<file path="src/design/cqr_pkg.sv">
package cqr_pkg;

  localparam int DEPTH = 128;
  localparam int AW    = $clog2(DEPTH);
  localparam int DW    = 32;

  typedef logic [1:0] op_t;
  localparam op_t OP_ENQ = 2'd0;
  localparam op_t OP_DEQ = 2'd1;
  localparam op_t OP_REV = 2'd2;

  typedef logic [1:0] status_t;
  localparam status_t ST_OK        = 2'd0;
  localparam status_t ST_OVERFLOW  = 2'd1;
  localparam status_t ST_UNDERFLOW = 2'd2;

  typedef logic [AW-1:0] addr_t;

  // controller -> datapath
  typedef struct packed {
    logic take;       // input transfer, latch result kind
    logic enq_wr;     // write value at tail
    logic deq_rd;     // read at head
    logic rev_ld;     // load reverse pointers
    logic swp_rd;     // read both ends of the pair
    logic swp_wr_lo;  // low slot <= high word
    logic swp_wr_hi;  // high slot <= low word, step pointers
    logic load_out;   // move result to output register
  } cqr_cmd_t;

  // datapath -> controller
  typedef struct packed {
    logic empty;
    logic full;
    logic rev_short;  // fewer than two entries
    logic last_pair;
    logic out_free;
  } cqr_stat_t;

endpackage

</file>
<file path="src/design/cqr_ctrl.sv">
module cqr_ctrl (
  input  logic                clk,
  input  logic                rst_n,
  input  logic                in_tvalid,
  output logic                in_tready,
  input  cqr_pkg::op_t        op,
  input  cqr_pkg::cqr_stat_t  stat,
  output cqr_pkg::cqr_cmd_t   cmd
);
  import cqr_pkg::*;

  typedef enum logic [4:0] {
    S_IDLE = 5'b00001,
    S_SRD  = 5'b00010,
    S_SWL  = 5'b00100,
    S_SWH  = 5'b01000,
    S_RESP = 5'b10000
  } state_t;

  state_t state_r, state_nxt;

  assign in_tready = (state_r == S_IDLE);

  always_comb begin
    cmd       = '0;
    state_nxt = state_r;
    case (state_r)
      S_IDLE: begin
        if (in_tvalid) begin
          cmd.take = 1'b1;
          case (op)
            OP_ENQ:  cmd.enq_wr = !stat.full;
            OP_DEQ:  cmd.deq_rd = !stat.empty;
            OP_REV:  cmd.rev_ld = 1'b1;
            default: ;
          endcase
          state_nxt = (op == OP_REV && !stat.rev_short) ? S_SRD : S_RESP;
        end
      end
      S_SRD: begin
        cmd.swp_rd = 1'b1;
        state_nxt  = S_SWL;
      end
      S_SWL: begin
        cmd.swp_wr_lo = 1'b1;
        state_nxt     = S_SWH;
      end
      S_SWH: begin
        cmd.swp_wr_hi = 1'b1;
        state_nxt     = stat.last_pair ? S_RESP : S_SRD;
      end
      S_RESP: begin
        if (stat.out_free) begin
          cmd.load_out = 1'b1;
          state_nxt    = S_IDLE;
        end
      end
      default: state_nxt = S_IDLE;
    endcase
  end

  always_ff @(posedge clk) begin
    if (!rst_n) begin
      state_r <= S_IDLE;
    end else begin
      state_r <= state_nxt;
    end
  end

  // a swap pass only starts with at least one pair to swap
  a_rev_len: assert property (@(posedge clk) disable iff (!rst_n)
    cmd.rev_ld && !stat.rev_short |=> state_r == S_SRD)
    else $error("reverse did not start swap pass");

  a_take_idle: assert property (@(posedge clk) disable iff (!rst_n)
    cmd.take |=> state_r != S_IDLE)
    else $error("item accepted without producing a result");

  a_resp_hold: assert property (@(posedge clk) disable iff (!rst_n)
    state_r == S_RESP && !stat.out_free |=> state_r == S_RESP)
    else $error("result dropped while output busy");

endmodule

</file>
<file path="config.mk">
export PLATFORM = sky130hd
export DESIGN_NAME = cqr_ctrl
export DESIGN_NICKNAME = d
export VERILOG_FILES = /design/src/design/cqr_pkg.sv /design/src/design/cqr_ctrl.sv
export SDC_FILE = /design/constraint.sdc
export NUM_CORES = 1
export LEC_CHECK = 0
export BUFFER_PORTS_ARGS = -buffer_cell sky130_fd_sc_hd__clkbuf_2
export CORE_AREA = 2 2 39 41
export CTS_CLUSTER_DIAMETER = 150
export CTS_CLUSTER_SIZE = 30
export DETAILED_ROUTE_END_ITERATION = 8
export DIE_AREA = 0 0 41 43
export PLACE_DENSITY = 0.57
export SETUP_SLACK_MARGIN = 0.4
export SYNTH_ARGS = -nofsm -noshare
export SYNTH_HDL_FRONTEND = slang
export SYNTH_SLANG_ARGS = --single-unit
</file>
<file path="constraint.sdc">
create_clock -name clk -period 1.7 [get_ports clk]
set_input_delay 0.085 -clock clk [delete_from_list [all_inputs] [get_ports clk]]
set_output_delay 0.085 -clock clk [all_outputs]
set_load 0.03 [all_outputs]
</file>
==> metrics.md, run 1 <==
| Metric | Value |
|---|---|
| Yosys warnings | 0 |
| CTS clk-pin slew, worst paths | 40 ps |
| Fin worst setup slack | -14.9 ps |
| Share of the synthesized area in the top cell type | 28.9% |
| Max_cap viols | 0 |
| Clk sinks | 5 |
| Num rows | 14 |
| Worst-path maximum fanout | 3 |
| RSZ-0062 raised after global routing | yes |
| Post-synthesis cell type count | 24 |
| Post-synth EDFFs | 0 |
| Drt pass-1 iters | 4 |
| Req. time, crit path | 1620 ps |
| Largest net degree at the start of global routing | 7 |
| # hold bufs at CTS | 0 |
| #FFs+latches synth | 5 |
| H-Tree Depth | 1 |
| Worst Clk Skew | 2.71 ps |
| Worst hold slack | 59.5 ps |
| Post-synth top cells | 5 x dfxtp_1, 5 x nor2_1, 4 x inv_1 |
| Grt ovf | 0 |
| Cells after Synth | 40 |
| Post-DP HPWL | 686 microns |
| Crit-path leading delay family | simple AND/OR/NAND/NOR gates |
| Failing checks | setup timing |
| XOR/XNOR Fraction of Synth Area | 0% |
| 1st-iter DRT viols | 5 |
| Fmax | 583 MHz |
| Dominant cells by area after synthesis | dfxtp_1 29%, nor2_1 5.4%, and4_1 5.1% |
| Routability congestion estimate | 0.692 |
| Outcome | complete, but fails checks |
| Slowest cell on crit path | or3_4 |
| Ys flop type | dfxtp_1 |
| Critical path endpoint category | output port |
| Measured slew at the worst slew-check pin | 263 ps |
| Wirelength per Cell | 11.7 microns |
| Mapped Avg Cell Area | 8.66 sq um |
| I/O Buffers | 18 |
| VDD IR max | 0.000238 V |
| Area post-placement | 514 sq um |
| Syn Std Cell Area | 347 sq um |
| Die Area | 0.00176 sq mm |
| Synth Net Count | 50 |
| Crit path arrival time | 1630 ps |
| CTS tree | built |
| First-pass GRT wire length | 1590 microns |
| Max incr delay on CP | 400 ps |
| Core Region | 0.00138 sq mm |
| Die Ht | 43 microns |
| Hold Fails Final Rpt | 0 |
| Top reg by flops | state_r |
| Max FFs per register | 5 |
| Vias post-DR | 404 |
| Antenna violation net count after detailed routing | 0 |
| Largest family of logic cells by synthesized area | simple AND/OR/NAND/NOR gates |
| Crit start category | flop |
| Area growth syn-to-layout | 113% |
| Layout cells sized above 1 | 70.4% |
| P_leak | 0.330 nW |
| Finished Cell Area | 739 sq um |
| Root Driver | clkbuf_4 |
| # DRC | 0 |
| Worst-skew pair later-pin latency | 240 ps |
| Yosys top cell by area | dfxtp_1 |
| Post-Synth Simple-Gate Area | 53.8% |
| Slew headroom | 82.4% |
| All-Layer GR Usage | 13.3% |
| Routed vias/inst | 4.64 |
| CP Class | flop to output port |
| Final period util | 101% |
| Filler instances | 126 |
| Nets | 82 |
| Slew Viols, Final | 0 |
| Number of global-route vias before repair | 385 |
| Sequential-to-total area share from yosys stat | 28.9% |
| Asr flop ratio synth | 0% |
| Post-synthesis mux area share | 0% |
| Ant. Diodes | 0 |
| CP Buf/Inv Count | 1 |
| CP Cell Sequence | or3_4 > nor2_4 > nand2_4 > nor4b_4 > clkbuf_8 |
| Fin crit period | 1710 ps |
| HP Class | input port to flop |
| Clock Path Buffers | 2 |
| Die width | 41 microns |
| Inserted Clock Buffers | 3 |
| Top-Level Pins | 19 |
| Post-Synth Adder-Cell Area | 0% |
| Synth Area in Compound Gates | 10.8% |
| Final setup viols | 2 |
| Pre-CTS setup slack | 130 ps |
| Initial antenna violation count | 0 |
| Pwr/cell area | 562 mW/mm^2 |
| Starting Density | 25.0% |
| WL final | 1020 microns |
| Leading registers by flop count | state_r (5) |
==> cells by family after synthesis <==
logic type             count (synthesis)
and+or+nand+nor                       26
AOI/OAI and AO/OA                      4
DFF                                    5
buffers and inverters                  5
==> layout by cell type, fill, tap and decap left out <==
| cell | instances |
|---|---|
| nor2_1 | 2 |
| nor3b_1 | 1 |
| dfxtp_4 | 1 |
| buf_4 | 9 |
| and3_1 | 1 |
| inv_1 | 3 |
| clkbuf_1 | 1 |
| buf_6 | 2 |
| nor2_4 | 3 |
| buf_8 | 1 |
| nor3b_4 | 2 |
| dfxtp_1 | 1 |
| nor4_4 | 1 |
| and2_1 | 1 |
| inv_2 | 1 |
| clkbuf_4 | 4 |
| nor2b_1 | 1 |
| a311oi_2 | 1 |
| clkbuf_8 | 5 |
| a22o_1 | 1 |
| o311ai_2 | 1 |
| nand2b_1 | 2 |
| nand2_4 | 1 |
| and3b_1 | 1 |
| nand4bb_4 | 1 |
| and4bb_2 | 1 |
| and4_1 | 2 |
| nor4b_4 | 1 |
| or3_4 | 2 |
| dfxtp_2 | 3 |
| o21ai_0 | 1 |
| clkbuf_2 | 9 |
| buf_12 | 1 |
| nand2_1 | 2 |
| nand4b_1 | 1 |
==> per-stage QoR <==
stage	utilization, %	TNS (ps)	power (mW)	cells
after floorplan	-	0	0.196	40
after global placement	37.2	0	0.229	74
after detailed placement	37.2	0	0.229	74
after CTS	47.4	-41.9	0.402	83
after global routing	53.4	-165	0.440	87
final	53.4	-20.1	0.416	87
==> worst reg2reg max path: cells and delay by family, from the launching register on <==
family | cells | cell delay [ps]
AO/OA/AOI/OAI | 1 | 240
buffers and inverters | 1 | 160
flip-flops | 1 | 310
AND/OR/NAND/NOR | 2 | 780
==> cell type report <==
cell class	count	area [sq um]	area share, %
multi-input combinational	30	324	43.8
timing repair buffer	28	246	33.3
sequential	5	108	14.6
clock buffer	4	26.3	3.55
tap	16	20.0	2.71
inverter	4	15.0	2.03
==> timing repair <==
action / CTS / global route
pin swaps: 7 / 9
gates resized for setup: 21 / 12
setup endpoints to repair: 12 / 12
buffers inserted: 5 / 4
==> worst paths after layout <==
check / startpoint / end / slack [ps] / depth (start not counted)
worst max-delay path: state_r[1]$_SDFFE_PN0P_ / cmd[5] / -10 / 5
worst min register to register: state_r[0]$_SDFFE_PN1P_ / state_r[4]$_SDFFE_PN0P_ / 690 / 3
worst min-delay path: rst_n / state_r[0]$_SDFFE_PN1P_ / 60 / 2
worst max register to register: state_r[1]$_SDFFE_PN0P_ / state_r[4]$_SDFFE_PN0P_ / 130 / 4
==> layer usage <==
layer  routed length (microns)  track usage, %  vias to the layer above  part of all wire [%]
met5                         0               0                        -                     0
met4                         0            8.00                        0                     0
met3                        48            2.09                        0                   4.7
met2                       566            21.6                       12                    56
met1                       403            15.1                      182                    40
li1                          -               -                      210                     -
==> power by group <==
group	switching, mW	internal (mW)	total (mW)
Sequential	0.00758	0.121	0.129
Clock	0.0479	0.0887	0.137
Combinational	0.0699	0.0807	0.151
Total	0.125	0.291	0.416
No activity file was read; power rests on OpenSTA's default activity.
==> inputs of run 2 (changes only) <==
Settings changed: RECOVER_POWER set to 25, SKIP_CTS_REPAIR_TIMING set to 1.
==> run 2 against run 1 <==
  * The flow still finishes with violations (setup timing)
  * Flip-flop and latch count is the same
  * Worst setup slack lost 10 ps
  * Sequential power barely moved
  * Total power decreased by 6.5%
  * Fmax decreased by 0.60%
  * Count of clock-buffer cells in the layout is the same
  * Combinational power is 19% lower
  * Global-route usage down 2.1 points
  * Cell area down 14%
  * Largest power group is now clock
  * Final cell count shrank 5.7%
  * Non-clock buffer count down 5
  * Largest cell class unchanged
  * Die area is the same
==> metrics.md, run 2 (synthesis results as in run 1) <==
| Metric | Value |
|---|---|
| CP Cell Sequence | or3_4 > nor2_4 > nand2_4 > nor4b_4 > buf_4 |
| Antenna violation net count after detailed routing | 0 |
| Grt ovf | 0 |
| Max FFs per register | 5 |
| Initial antenna violation count | 0 |
| Inserted Clock Buffers | 3 |
| Commonest non-fill, non-tap cells in the layout | 9 x clkbuf_2, 8 x buf_4, 5 x buf_6 |
| Core Region | 0.00138 sq mm |
| R2R Path End | state_r[4]$_SDFFE_PN0P_ |
| Met1 Track Usage GR | 13.8% |
| Fin worst setup slack | -25.3 ps |
| Slowest cell on crit path | or3_4 |
| CTS clk-pin slew, worst paths | 40 ps |
| Met2 Use GR | 16.6% |
| Slew Viols, Final | 0 |
| Reg2Reg Launch Point | state_r[2]$_SDFFE_PN0P_ |
| Hold Fails Final Rpt | 0 |
| Final setup viols | 1 |
| Die Ht | 43 microns |
| Met3 Use GR | 1.57% |
| Fin crit period | 1730 ps |
| Layout cells sized above 1 | 63.6% |
| Worst hold path depth | 2 |
| First-pass GRT wire length | 1330 microns |
| # DRC | 0 |
| 1st-iter DRT viols | 10 |
| Measured slew at the worst slew-check pin | 360 ps |
| Crit path arrival time | 1640 ps |
| Largest net degree at the start of global routing | 7 |
| Ant. Diodes | 0 |
| RSZ-0062 raised after global routing | yes |
| Worst-path maximum fanout | 4 |
| Hold Crit Start | rst_n |
| I/O Buffers | 18 |
| Nets | 77 |
| Req. time, crit path | 1620 ps |
| Starting Density | 25.0% |
| HP Class | input port to flop |
| Die width | 41 microns |
| Die Area | 0.00176 sq mm |
| Top reg by flops | state_r |
| Routed vias/inst | 4.85 |
| CP Class | flop to output port |
| Inst Count DP | 74 |
| Clock Path Buffers | 2 |
| Worst Hold Endpoint | state_r[0]$_SDFFE_PN1P_ |
| Reg2Reg Setup Slack | 170 ps |
| Max incr delay on CP | 410 ps |
| Most Used Layer, Global Route | met2 |
| Vias post-DR | 398 |
| Worst-skew pair later-pin latency | 240 ps |
| R2r worst-path depth | 5 |
| Number of global-route vias before repair | 322 |
| Slew headroom | 76.1% |
| Worst Clk Skew | 3.09 ps |
| Top-Level Pins | 19 |
| Setup TNS | -25.3 ps |
| Wirelength per Cell | 11.4 microns |
| P_leak | 0.290 nW |
| Drt pass-1 iters | 3 |
| Crit start category | flop |
| CTS tree | built |
| Max_cap viols | 0 |
| Post-DP HPWL | 686 microns |
| Layout Utilization | 45.8% |
| VDD IR max | 0.000254 V |
| Outcome | complete, but fails checks |
| Num rows | 14 |
| Finished Layout Cells | 82 |
| Commonest non-fill, non-tap cell in the layout | clkbuf_2 |
| Failing checks | setup timing |
| Routability congestion estimate | 0.692 |
| Clk sinks | 5 |
| Final period util | 101% |
| Pre-CTS setup slack | 130 ps |
| Area growth syn-to-layout | 82.7% |
| Critical path endpoint category | output port |
| Pwr/cell area | 614 mW/mm^2 |
| WL final | 934 microns |
| H-Tree Depth | 1 |
| Fmax | 580 MHz |
| Root Driver | clkbuf_4 |
| All-Layer GR Usage | 11.1% |
| Filler instances | 141 |
| Leading registers by flop count | state_r (5) |
[run 2: report_power, final]
part / switching, mW / leakage (nW) / total (mW) / internal, mW
registers: 0.00763 / 0.0427 / 0.130 / 0.122
clock network: 0.0487 / 0.0150 / 0.137 / 0.0887
logic: 0.0638 / 0.232 / 0.122 / 0.0578
[run 2: through the flow]
step           instance area, sq um  hold WS, ps  total power [mW]
2_1_floorplan                   404          158             0.196
3_3_place_gp                    514          304             0.229
3_5_place_dp                    514          297             0.229
4_1_cts                         541         48.7             0.369
5_1_grt                         633         67.3             0.412
6_report                        633         62.9             0.389
[run 2: worst max-delay path: cells and delay by family (launching register included)]
| kind | cells | cell delay [ps] |
|---|---|---|
| flops | 1 | 310 |
| simple gates | 4 | 900 |
| buf+inv | 1 | 190 |
[run 2: layout make-up]
type                    count  area, sq um  share of cell area (%)
clock buffers               4         26.3                    4.15
inverters                   4         15.0                    2.37
multi-input cells          30          298                    47.0
flip-flops and latches      5          109                    17.2
well taps                  16         20.0                    3.16
repair buffers             23          165                    26.1
[run 2: how the worst max path moves through the flow]
stage | startpoint | endpoint | slack [ps]
floorplan | state_r[1]$_SDFFE_PN0P_ | cmd[5] | 20
global placement | state_r[1]$_SDFFE_PN0P_ | cmd[5] | 150
detailed placement | state_r[1]$_SDFFE_PN0P_ | cmd[5] | 130
CTS | state_r[1]$_SDFFE_PN0P_ | cmd[5] | -140
global route | state_r[2]$_SDFFE_PN0P_ | cmd[5] | -90
finish | state_r[2]$_SDFFE_PN0P_ | cmd[5] | -30
[run 2: per-layer routing]
metal  vias to the layer above  share of wire (%)
li1                        202                  -
met1                       178                 40
met2                        15                 52
met3                         3                5.5
met4                         0                1.7
met5                         -                  0
